`src/rtl/ttgwg_pkg.sv`:
```
package ttgwg_pkg;

  localparam int CordicIters = 16;
  localparam int IterCount = (CordicIters > 24) ? 24 : CordicIters;
  localparam int IterW = $clog2(IterCount + 1);

  localparam logic signed [15:0] PiQ12 = 16'sd12868;
  localparam logic signed [15:0] TwoPiQ12 = 16'sd25736;
  localparam logic signed [27:0] PiA24 = 28'sd52707179;
  localparam logic signed [17:0] YawSat = 18'sd16384;

  typedef enum logic [1:0] {
    STAGE_TURN = 2'd0,
    STAGE_GO = 2'd1,
    STAGE_HOLD = 2'd2
  } stage_t;

  typedef enum logic [2:0] {
    REG_GAIN_P = 3'd0,
    REG_GAIN_D = 3'd1,
    REG_CRUISE = 3'd2,
    REG_ALIGNED = 3'd3,
    REG_ARRIVE = 3'd4,
    REG_DEPART = 3'd5,
    REG_YAW_LIMIT = 3'd6
  } reg_index_t;

  typedef enum logic [2:0] {
    SEQ_IDLE,
    SEQ_ITER,
    SEQ_ERR,
    SEQ_PD,
    SEQ_OUT
  } seq_t;

  // arctan(2^-i) at 2^-24 rad
  function automatic logic signed [27:0] atan_entry(input logic [4:0] i);
    logic signed [27:0] v;
    case (i)
      5'd0: v = 28'sd13176795;
      5'd1: v = 28'sd7778716;
      5'd2: v = 28'sd4110060;
      5'd3: v = 28'sd2086331;
      5'd4: v = 28'sd1047214;
      5'd5: v = 28'sd524117;
      5'd6: v = 28'sd262123;
      5'd7: v = 28'sd131069;
      default: v = 28'sd65536 >>> (i - 5'd8);
    endcase
    return v;
  endfunction

endpackage

```
`src/rtl/ttgwg_isqrt.sv`:
```
// Rounded integer square root of a 33-bit value, one result bit per cycle.
module ttgwg_isqrt (
  input  logic        clk,
  input  logic        rst,
  input  logic        start,
  input  logic [32:0] radicand,
  output logic        done,
  output logic [16:0] root
);
  logic [33:0] rem;
  logic [33:0] r;
  logic [33:0] bitv;
  logic        busy;
  logic [33:0] trial;
  logic [33:0] rem_next;
  logic [33:0] r_next;

  // r carries the partial root scaled by the current bit weight
  assign trial = r + bitv;

  always_comb begin
    rem_next = rem;
    r_next = r >> 1;
    if (rem >= trial) begin
      rem_next = rem - trial;
      r_next = (r >> 1) + bitv;
    end
  end

  // restoring square root over 17 steps
  always_ff @(posedge clk) begin
    if (rst) begin
      busy <= 1'b0;
      done <= 1'b0;
    end else begin
      done <= 1'b0;
      if (start) begin
        busy <= 1'b1;
        rem <= {1'b0, radicand};
        r <= '0;
        bitv <= 34'd1 << 32;
      end else if (busy) begin
        rem <= rem_next;
        r <= r_next;
        bitv <= bitv >> 2;
        if (bitv[0]) begin
          busy <= 1'b0;
          done <= 1'b1;
        end
      end
    end
  end

  // round to nearest: remainder is s - r^2
  assign root = (rem > r) ? r[16:0] + 17'd1 : r[16:0];
endmodule

```
`src/rtl/turn_then_go_waypoint_guidance.sv`:
```
// Turn-then-go waypoint guidance. An accepted item first latches its offset, then
// runs 16 CORDIC iterations plus a closing pass on the shared stage with the 17-step
// square root running beside it, then heading error, PD and stage update, before its
// result beat. The block takes no item meanwhile, and the result register holds one
// beat until taken, so a new item is accepted only after the last result is taken.
// The configuration port is always ready; write it only while no item is in flight.
module turn_then_go_waypoint_guidance (
  input  logic               clk,
  input  logic               rst,
  input  logic               in_valid,
  output logic               in_stall,
  input  logic signed [15:0] goal_east,
  input  logic signed [15:0] goal_north,
  input  logic signed [15:0] pos_east,
  input  logic signed [15:0] pos_north,
  input  logic signed [14:0] heading,
  output logic               out_valid,
  input  logic               out_stall,
  output logic [15:0]        forward_speed,
  output logic signed [15:0] yaw_cmd,
  output logic [1:0]         stage_now,
  output logic [16:0]        goal_distance,
  output logic signed [14:0] bearing_error,
  input  logic               cfg_valid,
  output logic               cfg_ready,
  input  logic [2:0]         cfg_index,
  input  logic [15:0]        cfg_data
);
  // configuration
  logic [15:0] gain_p, gain_d, cruise, arrive, depart;
  logic [13:0] aligned;
  logic [14:0] yaw_limit;

  assign cfg_ready = 1'b1;

  always_ff @(posedge clk) begin
    if (rst) begin
      gain_p <= 16'd4096;
      gain_d <= 16'd205;
      cruise <= 16'd102;
      aligned <= 14'd410;
      arrive <= 16'd128;
      depart <= 16'd256;
      yaw_limit <= 15'd4096;
    end else if (cfg_valid) begin
      case (cfg_index)
        ttgwg_pkg::REG_GAIN_P:    gain_p <= cfg_data;
        ttgwg_pkg::REG_GAIN_D:    gain_d <= cfg_data;
        ttgwg_pkg::REG_CRUISE:    cruise <= cfg_data;
        ttgwg_pkg::REG_ALIGNED:   aligned <= cfg_data[13:0];
        ttgwg_pkg::REG_ARRIVE:    arrive <= cfg_data;
        ttgwg_pkg::REG_DEPART:    depart <= cfg_data;
        ttgwg_pkg::REG_YAW_LIMIT: yaw_limit <= cfg_data[14:0];
        default: ;
      endcase
    end
  end

  // sequencer
  ttgwg_pkg::seq_t seq, seq_next;
  ttgwg_pkg::stage_t stage;
  logic signed [14:0] prev_err;
  logic [15:0] prev_ge, prev_gn;

  logic signed [16:0] de, dn;
  logic signed [16:0] de_in, dn_in;
  logic signed [14:0] head;
  logic [15:0] ge_r, gn_r;
  logic signed [27:0] cx, cy, cz;
  logic [ttgwg_pkg::IterW-1:0] iter;
  logic zero_off;
  logic signed [15:0] err;
  logic signed [34:0] pd_sum;
  logic sq_start, sq_done, sq_seen;
  logic [16:0] sq_root;
  logic [32:0] radicand;
  logic in_take;
  logic loaded;

  assign in_stall = (seq != ttgwg_pkg::SEQ_IDLE) || out_valid;
  assign in_take = in_valid && !in_stall;

  assign de_in = 17'(goal_east) - 17'(pos_east);
  assign dn_in = 17'(goal_north) - 17'(pos_north);

  // square root starts once the offset is latched
  assign sq_start = loaded;
  assign radicand = {1'b0, 32'(de * de)} + {1'b0, 32'(dn * dn)};

  ttgwg_isqrt u_sqrt (
    .clk(clk), .rst(rst), .start(sq_start), .radicand(radicand),
    .done(sq_done), .root(sq_root)
  );

  // shared CORDIC stage
  logic signed [27:0] xs, ys, xn, yn, zn;
  logic signed [27:0] ang;
  assign xs = cx >>> iter;
  assign ys = cy >>> iter;
  assign ang = ttgwg_pkg::atan_entry(5'(iter));
  always_comb begin
    if (cy > 0) begin
      xn = cx + ys; yn = cy - xs; zn = cz + ang;
    end else begin
      xn = cx - ys; yn = cy + xs; zn = cz - ang;
    end
  end

  // bearing: round half up then clamp
  logic signed [27:0] zr;
  logic signed [15:0] braw, bw, hw;
  logic signed [16:0] ediff;
  assign zr = (cz + 28'sd2048) >>> 12;
  always_comb begin
    if (zero_off) braw = '0;
    else if (zr > 28'(ttgwg_pkg::PiQ12)) braw = ttgwg_pkg::PiQ12;
    else if (zr < -28'(ttgwg_pkg::PiQ12)) braw = -ttgwg_pkg::PiQ12;
    else braw = 16'(zr);
    bw = (braw < 0) ? braw + ttgwg_pkg::TwoPiQ12 : braw;
    hw = (head < 0) ? 16'(head) + ttgwg_pkg::TwoPiQ12 : 16'(head);
    ediff = 17'(bw) - 17'(hw);
    if (ediff > 17'(ttgwg_pkg::PiQ12)) ediff = ediff - 17'(ttgwg_pkg::TwoPiQ12);
    else if (ediff < -17'(ttgwg_pkg::PiQ12)) ediff = ediff + 17'(ttgwg_pkg::TwoPiQ12);
  end

  // PD result rounding and stage logic
  logic signed [34:0] sr;
  logic signed [17:0] sat;
  logic signed [17:0] yaw_o;
  logic [15:0] spd_o;
  ttgwg_pkg::stage_t stage_next;
  logic [15:0] abs_err;
  logic moved;
  assign sr = (pd_sum + 35'sd2048) >>> 12;
  assign abs_err = err[15] ? 16'(-err) : 16'(err);
  assign moved = (ge_r != prev_ge) || (gn_r != prev_gn);
  always_comb begin
    if (sr > 35'(ttgwg_pkg::YawSat)) sat = ttgwg_pkg::YawSat;
    else if (sr < -35'(ttgwg_pkg::YawSat)) sat = -ttgwg_pkg::YawSat;
    else sat = 18'(sr);
    yaw_o = '0;
    spd_o = '0;
    stage_next = stage;
    case (stage)
      ttgwg_pkg::STAGE_TURN: begin
        yaw_o = sat;
        if (abs_err < {2'b0, aligned}) stage_next = ttgwg_pkg::STAGE_GO;
      end
      ttgwg_pkg::STAGE_GO: begin
        spd_o = cruise;
        yaw_o = sat;
        if (sat > $signed({3'b0, yaw_limit})) yaw_o = $signed({3'b0, yaw_limit});
        if (sat < -$signed({3'b0, yaw_limit})) yaw_o = -$signed({3'b0, yaw_limit});
        if (sq_root < {1'b0, arrive}) stage_next = ttgwg_pkg::STAGE_HOLD;
      end
      default: begin
        if (sq_root > {1'b0, depart} && moved) stage_next = ttgwg_pkg::STAGE_TURN;
      end
    endcase
  end

  // next state
  always_comb begin
    seq_next = seq;
    case (seq)
      ttgwg_pkg::SEQ_IDLE: if (in_take) seq_next = ttgwg_pkg::SEQ_ITER;
      ttgwg_pkg::SEQ_ITER:
        if (iter == ttgwg_pkg::IterW'(ttgwg_pkg::IterCount)) seq_next = ttgwg_pkg::SEQ_ERR;
      ttgwg_pkg::SEQ_ERR: seq_next = ttgwg_pkg::SEQ_PD;
      ttgwg_pkg::SEQ_PD: if (sq_done || sq_seen) seq_next = ttgwg_pkg::SEQ_OUT;
      ttgwg_pkg::SEQ_OUT: seq_next = ttgwg_pkg::SEQ_IDLE;
      default: seq_next = ttgwg_pkg::SEQ_IDLE;
    endcase
  end

  always_ff @(posedge clk) begin
    if (rst) begin
      seq <= ttgwg_pkg::SEQ_IDLE;
      stage <= ttgwg_pkg::STAGE_TURN;
      prev_err <= '0;
      prev_ge <= '0;
      prev_gn <= '0;
      out_valid <= 1'b0;
      sq_seen <= 1'b0;
    end else begin
      seq <= seq_next;
      if (out_valid && !out_stall) out_valid <= 1'b0;
      if (sq_done) sq_seen <= 1'b1;
      case (seq)
        ttgwg_pkg::SEQ_IDLE: begin
          sq_seen <= 1'b0;
          if (in_take) begin
            de <= de_in;
            dn <= dn_in;
            head <= heading;
            ge_r <= goal_east;
            gn_r <= goal_north;
            iter <= '0;
            // CORDIC setup with pre-rotation into right half-plane
            if (dn_in < 0) begin
              cx <= -(28'(dn_in) <<< 8);
              cy <= -(28'(de_in) <<< 8);
              cz <= (de_in >= 0) ? ttgwg_pkg::PiA24 : -ttgwg_pkg::PiA24;
            end else begin
              cx <= 28'(dn_in) <<< 8;
              cy <= 28'(de_in) <<< 8;
              cz <= '0;
            end
          end
        end
        ttgwg_pkg::SEQ_ITER: begin
          iter <= iter + 1'b1;
          if (iter != ttgwg_pkg::IterW'(ttgwg_pkg::IterCount)) begin
            cx <= xn; cy <= yn; cz <= zn;
          end
        end
        ttgwg_pkg::SEQ_ERR: begin
          err <= 16'(ediff);
        end
        ttgwg_pkg::SEQ_PD: begin
          pd_sum <= 35'(err) * $signed({1'b0, gain_p})
                  + 35'(17'(err) - 17'(prev_err)) * $signed({1'b0, gain_d});
        end
        ttgwg_pkg::SEQ_OUT: begin
          stage <= stage_next;
          prev_err <= 15'(err);
          prev_ge <= ge_r;
          prev_gn <= gn_r;
          forward_speed <= spd_o;
          yaw_cmd <= 16'(yaw_o);
          stage_now <= stage_next;
          goal_distance <= sq_root;
          bearing_error <= 15'(err);
          out_valid <= 1'b1;
        end
        default: ;
      endcase
    end
  end

  // square root start pulses in the cycle after accept
  always_ff @(posedge clk) begin
    if (rst) loaded <= 1'b0;
    else loaded <= in_take;
  end
  always_comb zero_off = (de == 0) && (dn == 0);
endmodule
```
`config.mk`:
```
export PLATFORM = sky130hd
export DESIGN_NAME = turn_then_go_waypoint_guidance
export DESIGN_NICKNAME = d
export VERILOG_FILES = /design/src/rtl/ttgwg_pkg.sv /design/src/rtl/ttgwg_isqrt.sv /design/src/rtl/turn_then_go_waypoint_guidance.sv
export SDC_FILE = /design/constraint.sdc
export NUM_CORES = 2
export LEC_CHECK = 0
export BUFFER_PORTS_ARGS = -buffer_cell sky130_fd_sc_hd__buf_2
export CORE_MARGIN = 2
export CORE_UTILIZATION = 60
export CTS_BUF_LIST = sky130_fd_sc_hd__clkbuf_4 sky130_fd_sc_hd__clkbuf_8 sky130_fd_sc_hd__clkbuf_16
export DETAILED_ROUTE_END_ITERATION = 6
export GPL_TIMING_DRIVEN = 0
export PLACE_DENSITY = 0.77
export SKIP_CTS_REPAIR_TIMING = 1
export SYNTH_ARGS = -nofsm -noshare
export SYNTH_HDL_FRONTEND = slang
export SYNTH_SLANG_ARGS = --single-unit
```
`constraint.sdc`:
```
create_clock -name clk -period 11.9 [get_ports clk]
set_clock_uncertainty 0.2 [all_clocks]
set_input_delay 1.785 -clock clk [delete_from_list [all_inputs] [get_ports clk]]
set_output_delay 1.785 -clock clk [all_outputs]
set_load 0.1 [all_outputs]
```
Word level (Yosys, flattened, before mapping)
Cells that the tools add are included.

Reductions and logical operators: 38. Magnitude comparators: 18. Divide/modulo/power cells: 0. Bitwise operators: 2. Shifts and indexed selects: 3. Add/sub/neg operators: 28. Multiply operators: 4. Equal/unequal tests: 26. Multiplexer cells: 53.

Operators with widths (count): 28-bit two-way mux (13); 28-bit case mux with 8 select lines (1); 28-bit case mux with 2 select lines (3); 16-bit two-way mux (10); 34-bit two-way mux (4); 28-bit adder (3); 28-bit subtractor (3); 33-bit two-way mux (2); 32-bit zero test (2); 17-bit by 17-bit multiplier with 32-bit output (2); 25-bit negator with 28-bit output (2); 28-bit by 5-bit >>> shifter with 28-bit output (2); 16-bit by 16-bit subtractor with 17-bit output (3); 18-bit two-way mux (2); 33-bit by 34-bit adder with 35-bit output (1); 35-bit by 13-bit adder with 35-bit output, second input constant (1); 33-bit by 33-bit adder with 34-bit output (1); 34-bit by 33-bit adder with 34-bit output (1); 34-bit greater-or-equal comparator (1); 34-bit greater-than comparator (1); 17-bit by 17-bit multiplier with 34-bit output (1); 34-bit subtractor (1); 32-bit by 32-bit adder with 33-bit output (1); 16-bit by 17-bit multiplier with 33-bit output (1); 61 further kinds (110).

Memories: 0. Register bits after elaboration: 538. Logic and storage cells: 209. Bits in writable memories: 0. Output and inout bits: 69. Bits of input ports: 103. Latch bits: 0. Memory bits (read-only): 0.

Longest topological paths before layout
Depth after elaboration: 11. Gate-level depth with buffers: 40. Depth with buffers taken out: 38.

Hierarchy
From an unflattened synthesis, not the netlist that was laid out.

Cell total of the unflattened synthesis: 9106. Area, all modules: 81667.1 µm².

By module, submodules not included: turn_then_go_waypoint_guidance (area an instance 73107.6 µm², instances 1, sequential area each 11571.1 µm², cells each 8146); ttgwg_isqrt (area an instance 8559.5 µm², instances 1, sequential area each 2592.5 µm², cells each 960).

Worst setup path before layout
Ideal clock, no wire load.

Path type: input -> register. Start point: in rst. End point: reg cx[0], enable pin. Setup time: 0.733 ns. Buffers on the path: 2. Data arrival time: 10.116 ns. Data required time: 10.967 ns. Stages on the path: 3. Slack: 0.851 ns. Cell sequence: clkbuf_1 > clkbuf_1 > nor4_1.

Cells in the longest elaborated chain, start to end: 2.

RTL lines: from (decl) (line turn_then_go_waypoint_guidance.sv:9) `input logic rst,`; 1-bit NOT (no source line); 4-bit AND reduction (no source line); to (signal assigned) (line turn_then_go_waypoint_guidance.sv:201) `cx <= -(28'(dn_in) <<< 8);`; to (signal assigned) (line turn_then_go_waypoint_guidance.sv:205) `cx <= 28'(dn_in) <<< 8;`; to (signal assigned) (line turn_then_go_waypoint_guidance.sv:214) `cx <= xn; cy <= yn; cz <= zn;`; to (decl) (line turn_then_go_waypoint_guidance.sv:69) `logic signed [27:0] cx, cy, cz;`.

No other way between the ends. A chain may end at the register's enable or synchronous reset.

Worst setup path in the final report
Start point: reg err[0]. End point: reg pd_sum[34], data pin.

Cells in the longest elaborated chain, start to end: 3. Elaborated cells on any way between the ends: 4. Those cells by class: 2 x add/sub; 2 x mul.

RTL lines: from (decl) (line turn_then_go_waypoint_guidance.sv:72) `logic signed [15:0] err;`; from (signal assigned) (line turn_then_go_waypoint_guidance.sv:218) `err <= 16'(ediff);`; 16-bit by 15-bit subtractor with 17-bit output (line turn_then_go_waypoint_guidance.sv:222) `+ 35'(17'(err) - 17'(prev_err)) * $signed({1'b0, gain_d});`; 17-bit by 17-bit multiplier with 34-bit output (line turn_then_go_waypoint_guidance.sv:222); 33-bit by 34-bit adder with 35-bit output (*) (line turn_then_go_waypoint_guidance.sv:222); to (signal assigned) (line turn_then_go_waypoint_guidance.sv:221) `pd_sum <= 35'(err) * $signed({1'b0, gain_p})`; to (decl) (line turn_then_go_waypoint_guidance.sv:73) `logic signed [34:0] pd_sum;`.

Mark *: on every way between the ends. The rest lies on a longest branch, timed or not.

==> results.yml <==
status:
  status: "complete, but fails checks"
  violations: "DRC, slew limit"
placed_design:
  globalplace.congestion: 1.02
  port_buffers: 167
  dpl.hpwl_um: 209000
sta:
  finalCritPeriodShare_pct: 96.2
  worst_pin_slew_ns: 1.52
  finalHoldViolCount: 0
  max_freq_mhz: 87.3
  fin_tns_setup_ns: 0
  layout_min_cycle_time_ns: 11.45
  rsz0062_at_grt: "false"
  slew_headroom_pct: -1.59
  hold_slack_ns: 0.255
  slew_viol_final: 5
  final-setup-viol-count: 0
finish:
  final_nets: 11300
  final_layout_size_suffix_gt1_share_pct: 5.42
  area_delta_synth_final_pct: 6.82
  finish.utilization_pct: 64.5
  fill_cells: 11300
critical_path:
  start_kind: "flip-flop"
  cp_max_fo: 14
  cpMostUsedCell: "fa_1"
  required_ns: 12.17
  reg2reg_depth: 38
  cp-end-kind: "flip-flop"
  path_class: "reg -> reg"
  r2r_slack_ns: 0.45
  crit_slowest_cell: "fa_1"
  cp_slowest_stage_delay_ns: 0.59
  cp-startpoint: "err[0]"
  cp.arrival_ns: 11.72
  worst_r2r_startpoint: "err[0]"
  r2r-end: "pd_sum[34]"
  crit_end: "pd_sum[34]"
global_routing:
  gr-usage-met3_pct: 8.23
  grt_util_met2_pct: 56.8
  grt_usage_pct: 36.6
  top_usage_layer: "met2"
  grt_pass1_wl_um: 395000
  grt_max_degree: 62
  overflow: 0
  grt_antenna_before_repair: 8
  grt_pass1_vias: 69400
  grtUsageMet1_pct: 48.9
floorplan:
  start_util_pct: 60.4
  die_area_sq_um: 139000
  core-area_sq_um: 135000
  die_h_um: 373
  io_pins: 172
  rows: 135
  die_x_um: 373
drt:
  viasPerCell: 6.08
  vias: 68100
  drt-initial-drc-count: 6598
  ant_nets: 0
  wl_per_cell_um: 22.7
  drc: 38
  dr.pass1.iters: 7
  finalWirelength_um: 254000
yosys:
  synth_cell_types: 94
  synth_cells: 9104
  synth_ff_type: "edfxtp_1"
  post-synth-top-count-cell: "inv_1"
  synth-seq-cells: 527
  synthTopCellsByArea: "fa_1 (26%), edfxtp_1 (13%), ha_1 (11%), inv_1 (6.7%), nand2_1 (4.8%)"
  syn_avg_cell_area_sq_um: 8.99
  ys_seq_area_share_pct: 17.3
  synth-edff-count: 361
  yosysWarnings: 0
  yosys-top-cells-count: "inv_1 (1,456), fa_1 (1,072), nand2_1 (1,050), ha_1 (735), nor2_1 (475)"
  synth-async-reset-ratio_pct: 0
  yosys.area.top_type: "fa_1"
  synth_top_area_share_pct: 26.2
  syn_area_sq_um: 81800
cts:
  cts_root_buffer: "clkbuf_16"
  htree_levels: 2
  cts.sinks: 527
  clk_latency_ns: 0.74
  clock_path_buffers: 3
  numCtsBuffers: 61
  cts_tree: "done"
  clk_pin_slew_worst_paths_ns: 0.07
worst_hold_path:
  hp-class: "reg -> reg"
job:
  drv_cap: 0
==> state kept, by name, indices dropped and copies added, names as in the netlist, 16 cells and up <==
signal         count
cy                28
gain_d            16
pd_sum            24
prev_ge           16
forward_speed     16
cz                28
cruise            16
ge_r              16
u_sqrt.rem        34
arrive            16
goal_distance     17
u_sqrt.r          34
prev_gn           16
cx                28
u_sqrt.bitv       17
gn_r              16
de                17
depart            16
dn                17
yaw_cmd           16
err               16
gain_p            16
==> critical path: cells and delay by family, from the launching register on <==
family | cells | cell delay, ns
buf+inv | 7 | 1.10
flops | 1 | 0.38
fa+ha+maj | 11 | 4.77
compound gates | 15 | 3.79
xor+xnor | 1 | 0.09
simple gates | 4 | 0.84
==> routing by layer <==
metal,vias to the layer above,share of wire (%)
li1,30500,-
met5,-,0.037
met3,665,10
met4,14,5.5
met2,3339,44
met1,33500,40
==> worst min-delay path by stage <==
stage | startpoint | end | depth (start not counted)
after floorplan | err[0] | bearing_error[0] | 0
after global placement | cruise[14] | cruise[14] | 2
after detailed placement | cruise[9] | cruise[9] | 2
after CTS | cruise[9] | cruise[9] | 2
after global routing | arrive[13] | arrive[13] | 2
final | cruise[9] | cruise[9] | 2
==> placed cells by master, fill, tap and decap left out, drive strengths merged, types with 20 or more instances in the layout <==
| cell | n |
|---|---|
| o31a | 20 |
| nor2b | 111 |
| clkinv | 29 |
| a21oi | 470 |
| inv | 1469 |
| and3 | 55 |
| o21a | 61 |
| nand4 | 57 |
| nand3b | 31 |
| mux4 | 61 |
| xor2 | 199 |
| nand2b | 94 |
| xnor2 | 360 |
| nor2 | 476 |
| mux2i | 65 |
| o22ai | 28 |
| nand3 | 133 |
| a21o | 145 |
| dfxtp | 166 |
| ha | 735 |
| nor4 | 55 |
| o211ai | 43 |
| edfxtp | 361 |
| buf | 248 |
| a31oi | 84 |
| or3 | 39 |
| fa | 1072 |
| nand2 | 1050 |
| a211oi | 60 |
| nor3 | 114 |
| o31ai | 39 |
| clkbuf | 367 |
| or2 | 34 |
| o21bai | 42 |
| o21ai | 307 |
| and2 | 395 |
| mux2 | 33 |
==> cell families (layout without fill, tap and decap cells) <==
logic type	Yosys count	in the layout	synth area share [%]
adder cells (fa/ha/maj)	1807	1807	37.5
other	1	8	0.00458
XOR/XNOR	559	559	5.99
AND/OR/NAND/NOR	2707	2707	15.9
multiplexers	159	159	2.93
flip-flops	527	527	17.3
buffers and inverters	1819	2120	8.45
AO/OA/AOI/OAI	1525	1525	11.9
==> area by class of cell <==
cell class | count | area, sq um | share of cell area (%)
inverter | 1463 | 5490 | 6.28
timing repair buffer | 185 | 1040 | 1.19
clock buffer | 74 | 1770 | 2.03
clock inverter | 42 | 438 | 0.501
buffer | 356 | 1430 | 1.63
tap | 1781 | 2230 | 2.55
sequential | 527 | 14200 | 16.2
antenna | 6 | 15.0 | 0.0172
multi-input combinational | 6759 | 60800 | 69.6
==> per-stage QoR <==
step | instances | worst slack, ns | cell area [sq um]
4_1_cts | 11200 | -0.569 | 87300
3_5_place_dp | 11100 | -0.513 | 85100
5_1_grt | 11200 | 0.0203 | 87400
2_1_floorplan | 9105 | 0.851 | 81800
3_3_place_gp | 11100 | -4.63 | 84900
6_report | 11200 | 0.450 | 87400
Power is not shown: default switching activity piles up to over one toggle a cycle in this logic, so the estimate is an artifact.
